<file path="src/hdl/radix2_fft_ifft_macros.svh">
// ---------------------------------------------------------------------------
// radix2_fft_ifft assertion macros
// Shared concurrent assertion forms for the FFT block.
// ---------------------------------------------------------------------------
`ifndef RADIX2_FFT_IFFT_MACROS_SVH
`define RADIX2_FFT_IFFT_MACROS_SVH

// same-cycle implication under the block reset
`define R2F_ASSERT_NOW(lbl, ante, cons, msg) \
  lbl: assert property (@(posedge clk_i) disable iff (!rst_ni) (ante) |-> (cons)) \
    else $error(msg);

// next-cycle implication under the block reset
`define R2F_ASSERT_NEXT(lbl, ante, cons, msg) \
  lbl: assert property (@(posedge clk_i) disable iff (!rst_ni) (ante) |=> (cons)) \
    else $error(msg);

`endif

</file>
<file path="src/hdl/r2f_pkg.sv">
// ---------------------------------------------------------------------------
// r2f_pkg
// Shared widths, twiddle ROM and controller command type for the FFT.
// ---------------------------------------------------------------------------
package r2f_pkg;

  localparam int DefMaxPoints = 64;
  localparam int SampleW      = 16;
  localparam int WordW        = 22;
  localparam int BinIdxW      = 6;
  localparam int LogW         = 3;
  localparam int TwW          = 16;
  localparam int ProdW        = WordW + TwW;

  // configuration register indices
  localparam logic [1:0] CfgInverse = 2'd0;
  localparam logic [1:0] CfgSize    = 2'd1;

  // quarter wave of cos(pi*m/32), m = 0 saturated
  localparam logic signed [TwW-1:0] QuarterCos [17] = '{
    16'sd32767, 16'sd32610, 16'sd32138, 16'sd31357, 16'sd30274, 16'sd28899,
    16'sd27246, 16'sd25330, 16'sd23170, 16'sd20788, 16'sd18205, 16'sd15447,
    16'sd12540, 16'sd9512,  16'sd6393,  16'sd3212,  16'sd0
  };

  typedef struct packed {
    logic signed [TwW-1:0] re;
    logic signed [TwW-1:0] im;
  } twiddle_t;

  // controller to datapath strobes
  typedef struct packed {
    logic load_we;
    logic rd_en;
    logic mul_en;
    logic add_en;
    logic wr_a;
    logic wr_b;
    logic out_rd;
    logic out_load;
    logic first_stage;
    logic inv;
    logic last;
  } cmd_t;

  // floor(log2(points)), at least one and at most six
  function automatic int max_log(input int points);
    int l;
    l = 0;
    while ((l < 6) && ((2 << l) <= points)) l++;
    if (l < 1) l = 1;
    return l;
  endfunction

  // exp(-j*2*pi*k/64) for k in 0..31
  function automatic twiddle_t twiddle(input logic [4:0] k);
    twiddle_t w;
    if (k <= 5'd16) begin
      w.re = QuarterCos[k];
      w.im = -QuarterCos[5'd16 - k];
    end else begin
      w.re = -QuarterCos[5'(6'd32 - {1'b0, k})];
      w.im = -QuarterCos[k - 5'd16];
    end
    return w;
  endfunction

endpackage

</file>
<file path="src/hdl/r2f_ctrl.sv">
// ---------------------------------------------------------------------------
// r2f_ctrl
// Frame sequencer: load, butterfly passes over the work RAM, unload.
// ---------------------------------------------------------------------------
module r2f_ctrl #(
  parameter int MAX_POINTS = r2f_pkg::DefMaxPoints,
  parameter int AddrW      = r2f_pkg::max_log(MAX_POINTS)
) (
  input  logic                       clk_i,
  input  logic                       rst_ni,
  input  logic                       in_valid_i,
  output logic                       in_ready_o,
  output logic                       out_valid_o,
  input  logic                       out_ready_i,
  input  logic                       cfg_inv_i,
  input  logic [r2f_pkg::LogW-1:0]   cfg_lg_i,
  output r2f_pkg::cmd_t              cmd_o,
  output logic [AddrW-1:0]           load_addr_o,
  output logic [AddrW-1:0]           bf_idx_o,
  output logic [AddrW-1:0]           out_idx_o,
  output logic [r2f_pkg::LogW-1:0]   stage_o,
  output logic [r2f_pkg::LogW-1:0]   lg_o
);
  import r2f_pkg::*;

  localparam logic [3:0] StLoad   = 4'd0;
  localparam logic [3:0] StRead   = 4'd1;
  localparam logic [3:0] StMul    = 4'd2;
  localparam logic [3:0] StAdd    = 4'd3;
  localparam logic [3:0] StWrA    = 4'd4;
  localparam logic [3:0] StWrB    = 4'd5;
  localparam logic [3:0] StOutRd  = 4'd6;
  localparam logic [3:0] StOutLd  = 4'd7;
  localparam logic [3:0] StOutVal = 4'd8;

  logic [3:0]      state_q, state_d;
  logic [AddrW:0]  cnt_q, cnt_d, cnt_inc;
  logic [LogW-1:0] lg_q, lg_d, stage_q, stage_d;
  logic            inv_q, inv_d;
  logic [AddrW-1:0] j_q, j_d, i_q, i_d, j_last, i_last;
  logic            frame_done;

  assign cnt_inc    = cnt_q + 1'b1;
  assign frame_done = cnt_inc >= ((AddrW+1)'(1) << cfg_lg_i);
  assign j_last     = (AddrW'(1) << (lg_q - 1'b1)) - 1'b1;
  assign i_last     = AddrW'(((AddrW+1)'(1) << lg_q) - 1'b1);

  // next state and counters
  always_comb begin
    state_d = state_q;
    cnt_d   = cnt_q;
    lg_d    = lg_q;
    inv_d   = inv_q;
    stage_d = stage_q;
    j_d     = j_q;
    i_d     = i_q;
    case (state_q)
      StLoad: begin
        if (in_valid_i) begin
          cnt_d = cnt_inc;
          if (frame_done) begin
            cnt_d   = '0;
            lg_d    = cfg_lg_i;
            inv_d   = cfg_inv_i;
            stage_d = LogW'(1);
            j_d     = '0;
            state_d = StRead;
          end
        end
      end
      StRead:  state_d = StMul;
      StMul:   state_d = StAdd;
      StAdd:   state_d = StWrA;
      StWrA:   state_d = StWrB;
      StWrB: begin
        state_d = StRead;
        if (j_q == j_last) begin
          j_d = '0;
          if (stage_q == lg_q) begin
            i_d     = '0;
            state_d = StOutRd;
          end else begin
            stage_d = stage_q + 1'b1;
          end
        end else begin
          j_d = j_q + 1'b1;
        end
      end
      StOutRd: state_d = StOutLd;
      StOutLd: state_d = StOutVal;
      StOutVal: begin
        if (out_ready_i) begin
          if (i_q == i_last) begin
            state_d = StLoad;
          end else begin
            i_d     = i_q + 1'b1;
            state_d = StOutRd;
          end
        end
      end
      default: state_d = StLoad;
    endcase
  end

  always_ff @(posedge clk_i or negedge rst_ni) begin
    if (!rst_ni) begin
      state_q <= StLoad;
      cnt_q   <= '0;
      lg_q    <= LogW'(1);
      inv_q   <= 1'b0;
      stage_q <= LogW'(1);
      j_q     <= '0;
      i_q     <= '0;
    end else begin
      state_q <= state_d;
      cnt_q   <= cnt_d;
      lg_q    <= lg_d;
      inv_q   <= inv_d;
      stage_q <= stage_d;
      j_q     <= j_d;
      i_q     <= i_d;
    end
  end

  // command decode
  always_comb begin
    cmd_o             = '0;
    cmd_o.load_we     = (state_q == StLoad) && in_valid_i;
    cmd_o.rd_en       = (state_q == StRead);
    cmd_o.mul_en      = (state_q == StMul);
    cmd_o.add_en      = (state_q == StAdd);
    cmd_o.wr_a        = (state_q == StWrA);
    cmd_o.wr_b        = (state_q == StWrB);
    cmd_o.out_rd      = (state_q == StOutRd);
    cmd_o.out_load    = (state_q == StOutLd);
    cmd_o.first_stage = (stage_q == LogW'(1));
    cmd_o.inv         = inv_q;
    cmd_o.last        = (i_q == i_last);
  end

  assign in_ready_o  = (state_q == StLoad);
  assign out_valid_o = (state_q == StOutVal);
  assign load_addr_o = cnt_q[AddrW-1:0];
  assign bf_idx_o    = j_q;
  assign out_idx_o   = i_q;
  assign stage_o     = stage_q;
  assign lg_o        = lg_q;

endmodule
</file>
<file path="config.mk">
export PLATFORM = sky130hd
export DESIGN_NAME = r2f_ctrl
export DESIGN_NICKNAME = d
export VERILOG_FILES = /design/src/hdl/radix2_fft_ifft_macros.svh /design/src/hdl/r2f_pkg.sv /design/src/hdl/r2f_ctrl.sv
export SDC_FILE = /design/constraint.sdc
export NUM_CORES = 1
export LEC_CHECK = 0
export ABC_CLOCK_PERIOD_IN_PS = 4200
export BUFFER_PORTS_ARGS = -buffer_cell sky130_fd_sc_hd__buf_2
export CORE_MARGIN = 5
export CORE_UTILIZATION = 57
export CTS_CLUSTER_SIZE = 16
export DETAILED_ROUTE_END_ITERATION = 8
export PLACE_DENSITY = 0.81
export SLEW_MARGIN = 10
export SYNTH_ARGS = -nofsm -noshare
export SYNTH_HDL_FRONTEND = slang
export SYNTH_SLANG_ARGS = --single-unit
</file>
<file path="constraint.sdc">
create_clock -name clk_i -period 4.2 [get_ports clk_i]
set_clock_uncertainty 0.2 [all_clocks]
set_input_delay 0.63 -clock clk_i [delete_from_list [all_inputs] [get_ports clk_i]]
set_output_delay 0.63 -clock clk_i [all_outputs]
set_load 0.1 [all_outputs]
</file>
# [After elaboration in Yosys (flattened, before gate mapping)]
# Index checks and enable logic that the tools add are counted.
[totals] ff_bits=30 latchBits=0 mem_bits_rw=0 mem_bits_ro=0 inputBits=8 out_inout_bits=37 wordCells=69 mem_count=0
[classes] addsub=7 mul=0 div=0 order_cmp=1 n_eq_ne=19 shift=3 mux=22 bitwise_logic=0 reduce_logical=10
[ops] cell="2-to-1 mux 6 bit" n=7
[ops] cell="case mux 4 bit (9 select lines)" n=1
[ops] cell="case mux 6 bit (2 select lines)" n=2
[ops] cell="2-to-1 mux 3 bit" n=7
[ops] cell="== test 4 x 3 -> 1 bit (second input constant)" n=4
[ops] cell="adder 6 x 1 -> 6 bit (second input constant)" n=2
[ops] cell="== test 6 bit" n=2
[ops] cell="2-to-1 mux 4 bit" n=3
[ops] cell="left shift 1 x 3 -> 6 bit (first input constant)" n=2
[ops] cell="subtractor 6 x 1 -> 6 bit (second input constant)" n=2
[ops] cell="AND reduction 5 bit" n=2
[ops] cell="AND reduction 3 bit" n=3
[ops] cell="== test 4 x 2 -> 1 bit (second input constant)" n=2
[ops] cell="!= test 2 x 1 -> 1 bit (second input constant)" n=4
[ops] cell="adder 7 x 1 -> 7 bit (second input constant)" n=1
[ops] cell="greater-or-equal comparator 7 bit" n=1
[ops] cell="2-to-1 mux 7 bit" n=1
[ops] cell="left shift 1 x 3 -> 7 bit (first input constant)" n=1
[ops] cell="!= test 2 bit (second input constant)" n=3
[ops] cell="case mux 3 bit (2 select lines)" n=1
[ops] cell="== test 4 x 1 -> 1 bit (second input constant)" n=1
[ops] cell="== test 4 bit (second input constant)" n=1
[ops] cell="zero test 4 bit" n=1
[ops] cell="nonzero test 2 bit" n=2
[ops] cell="6 further kinds" n=6

# [Depth between registers and ports, before layout]
[logic_depth] ltp_word=6 mapped_depth=10 depth_no_buf=10

# [Least setup slack after synthesis]
# Ideal clock, no wire load.
[synth_path] path_type="reg2reg" from="register state_q[0]" to="register j_q[4] (netlist: bf_idx_o[4])" setup_time_ns=0.126 arrival_ns=5.590 required_ns=3.874 slack_ns=-1.716 stages_incl_launch_ff=6 path_buffers=0 synth_period_minus_slack_ns=5.916 cell_sequence="dfrtp_1 nor4_1 nand2_1 clkinv_1 a21oi_1 a221o_1"
[synth_between] elab_chain_len=3 elab_cells_between_ends=7 cone_classes="3 x eq/ne; 1 x mux; 3 x reduce/logical"
[synth_lines] item="from (decl)" line_no="r2f_ctrl.sv:36" rtl="logic [3:0] state_q, state_d;"
[synth_lines] item="from (signal assigned)" line_no="r2f_ctrl.sv:107" rtl="state_q <= StLoad;"
[synth_lines] item="from (signal assigned)" line_no="r2f_ctrl.sv:115" rtl="state_q <= state_d;"
[synth_lines] item="zero test 4 bit *"
[synth_lines] item="named net in_ready_o" line_no="r2f_ctrl.sv:12" rtl="output logic in_ready_o,"
[synth_lines] item="!= test 2 x 1 -> 1 bit (no source line) (tied with other cells)"
[synth_lines] item="AND reduction 3 bit (no source line)"
[synth_lines] item="to (signal assigned)" line_no="r2f_ctrl.sv:120" rtl="j_q <= j_d;"
[synth_lines] item="to (decl)" line_no="r2f_ctrl.sv:40" rtl="logic [AddrW-1:0] j_q, j_d, i_q, i_d, j_last, i_last;"
# Mark *: on every way through the listed nets, which the timed path passes. The rest lies on a longest branch.
# A chain may end at the register's enable or synchronous reset.

==> metrics <==
status=completed; GRT met1 Usage=0.2541; worst skew pair latency=0.29 ns; Worst setup SP type=flip-flop; final hold violation count=0; vias per cell=~6.0; Critical-path top delay cell=dfstp_2; Clock Tree Buf Depth=2; Cell Chain, Critical Path=or3b_2, ha_1, xor2_1, a32oi_1, o2111ai_1, nor3_4, buf_2; Slew HR=0.5341; max cap viols=0; GR Overflow Total=0; CTS root buffer=clkbuf_8; area added between synthesis and finish=12.85%; clk slew on worst S/H paths=0.07 ns; Rows=24; area of the core=4324 um^2; worst path bufs/invs=1; R2R Path End=out_idx_o[5]; Total Nets Final=~330; instance count on the critical path=7; Via Count=between 2000 and 2500; pin count of the biggest net entering global routing=31; setup slack after layout=~0.32 ns; syn_nets=~300; Req. time, crit path=around 3.4 ns; FMAX=about 0.26 GHz; residual DRC count=0; GR peak layer=met2; initial antenna violation count=0; CP Max Fanout=20; cells after synthesis=274; Sum Neg Setup Slack=0 ns; Initial Util=0.5856; Tot GR Track Use=0.2051; number of synthesized flops with an enable pin=0; YS warnings=0; vias in the first global route=2145; grt met2 use=0.3416; post-CTS setup repair buffer count=0; antenna violation net count after detailed routing=0; TritonCTS clock tree=done; Hold Crit Class=in2async; share of layout cells above drive strength 1=0.2862; reg2reg setup slack=between 0.7 and 0.8 ns; reg2reg start=lg_o[1]; asr flop ratio synth=1.000; Crit. End Element=output pin; synthesized flop and latch total=30; Sink Count=30; Synth Area per Inst=9.242 um^2; Reg2Reg Depth=8; critical setup path kind=reg2out; DR WL/cell=about 15 um; sequential-to-total area share from yosys stat=0.2974; Setup WS pre-CTS=0.6256 ns; crit path from=lg_o[0]; top_reg_cell synth=dfrtp_1; WL final=around 5.5 mm; part of the cycle the worst path needs=0.9244; post-DP HPWL=4.199 mm; GR Util met3=0.04801; I/O Pins=45; final setup fails=0; fill count=365; Least-Margin Pin Slew=0.6988 ns; die height=76.66 um; drt first pass iters=4; placer congestion estimate=between 0.8 and 0.9; CTS buffer count=5; Initial DRC Count=156; die width=76.66 um; IO Port Bufs=44; crit-path max cell delay=0.73 ns; crit path capture=cmd_o[0]; first-pass GRT wire length=10.02 mm; RSZ-0062 raised after global routing=false; synthesized area=2532 um^2; die area=5876 um^2; Slew Limit Fails=0; Yosys cell types=slightly below 70; Post-CTS Hold Fix Bufs=0; H-tree levels=2; data arrival time of the critical path=3.05 ns; Final min period=between 3 and 4 ns; diodes inserted=0; critical path's top delay family=flip-flops; PostCTS Resize Cnt=0
synth_stat cells (all sizes together) (2+ instances only):
| library cell | instances | area [um^2] |
|---|---|---|
| o31ai | 2 | 28.78 |
| nand2 | 26 | 100.1 |
| or2 | 2 | 12.52 |
| a21o | 4 | 30.03 |
| and3 | 4 | 25.02 |
| nand3 | 14 | 70.07 |
| xor2 | 10 | 87.58 |
| mux2 | 5 | 56.30 |
| xnor2 | 7 | 76.32 |
| inv | 7 | 26.27 |
| nor4 | 3 | 25.02 |
| ha | 14 | 175.2 |
| and2 | 2 | 12.51 |
| o22ai | 2 | 12.51 |
| nor2b | 2 | 12.51 |
| dfstp | 2 | 52.55 |
| a211o | 2 | 17.52 |
| a21boi | 3 | 22.52 |
| or3 | 5 | 31.28 |
| nor3 | 13 | 81.33 |
| a211oi | 5 | 62.56 |
| nor3b | 2 | 15.01 |
| a221o | 4 | 40.04 |
| a32oi | 2 | 17.52 |
| o21ai | 12 | 63.81 |
| a21oi | 12 | 75.08 |
| clkbuf | 4 | 18.77 |
| buf | 14 | 106.4 |
| or3b | 8 | 75.07 |
| nand3b | 6 | 48.80 |
| nor4b | 3 | 32.53 |
| nor2 | 12 | 45.04 |
| nand2b | 13 | 81.33 |
| a22o | 2 | 17.52 |
| nand4 | 2 | 12.51 |
| a21bo | 2 | 20.02 |
| nand4b | 2 | 17.52 |
| dfrtp | 28 | 700.7 |
cells by family after synthesis:
kind of cell / count (synthesis) / synth area share
compound gates: 63 / 0.2095
xor+xnor: 17 / 0.06472
fa+ha+maj: 14 / 0.06917
buf+inv: 26 / 0.06126
flops: 30 / 0.2974
mux: 5 / 0.02223
simple gates: 119 / 0.2757
area by class of cell:
cell class                      instances  area [um^2]  share of cell area
Clock inverter                          1        30.03             0.01051
Clock buffer                            7        86.33             0.03021
Inverter                                8        30.03             0.01051
Multi-Input combinational cell        218         1650              0.5775
Timing Repair Buffer                   47        242.7             0.08494
Sequential cell                        30        753.2              0.2636
Tap cell                               52        65.06             0.02277
state kept, by name (all words and copies together), names as in the netlist:
register   count
stage_o        3
bf_idx_o       6
out_idx_o      6
inv_q          1
lg_o           3
state_q        4
cnt_q          7
how the worst min path moves through the flow:
stage | from | end | slack [ns] | cells past startpoint
after CTS | rst_ni | state_q[0] | 0.19 | 1
final | rst_ni | out_idx_o[5] | 0.19 | 1
after detailed placement | inv_q | inv_q | 0.30 | 1
after global placement | inv_q | inv_q | 0.29 | 1
after global routing | rst_ni | state_q[0] | 0.23 | 1
after floorplan | rst_ni | bf_idx_o[0] | 0.13 | 0
through the flow:
step	std cells	util	hold WS (ns)	cell area, um^2
floorplan	274	-	0.1344	2559
detailed placement	355	0.6340	0.2956	2741
finish	363	0.6609	0.1871	2858
global route	363	0.6609	0.2282	2858
global placement	355	0.6340	0.2881	2741
CTS	363	0.6609	0.1942	2858
per-layer routing:
metal	vias to the layer above	share of wire
met1	1036	0.45
li1	1076	-
met2	49	0.48
met4	0	0.018
met3	10	0.050
met5	-	0
cell usage in the layout (no fill, tap or decap), types with 4 or more instances in the layout:
master and count:
a21o_1 4, or3b_2 5, o21ai_0 11, dfrtp_1 28, nand2b_1 13, nand2_1 25
mux2_2 5, clkbuf_8 6, a21oi_1 10, inv_1 6, nand3_1 14, or3_1 5
nor3_1 10, buf_2 44, nor2_1 12, and3_1 4, nand3b_1 5, a221o_1 4
ha_1 14, xnor2_1 5, xor2_1 10
Power is not shown: default switching activity piles up to over one toggle a cycle in this logic, so the estimate is an artifact.
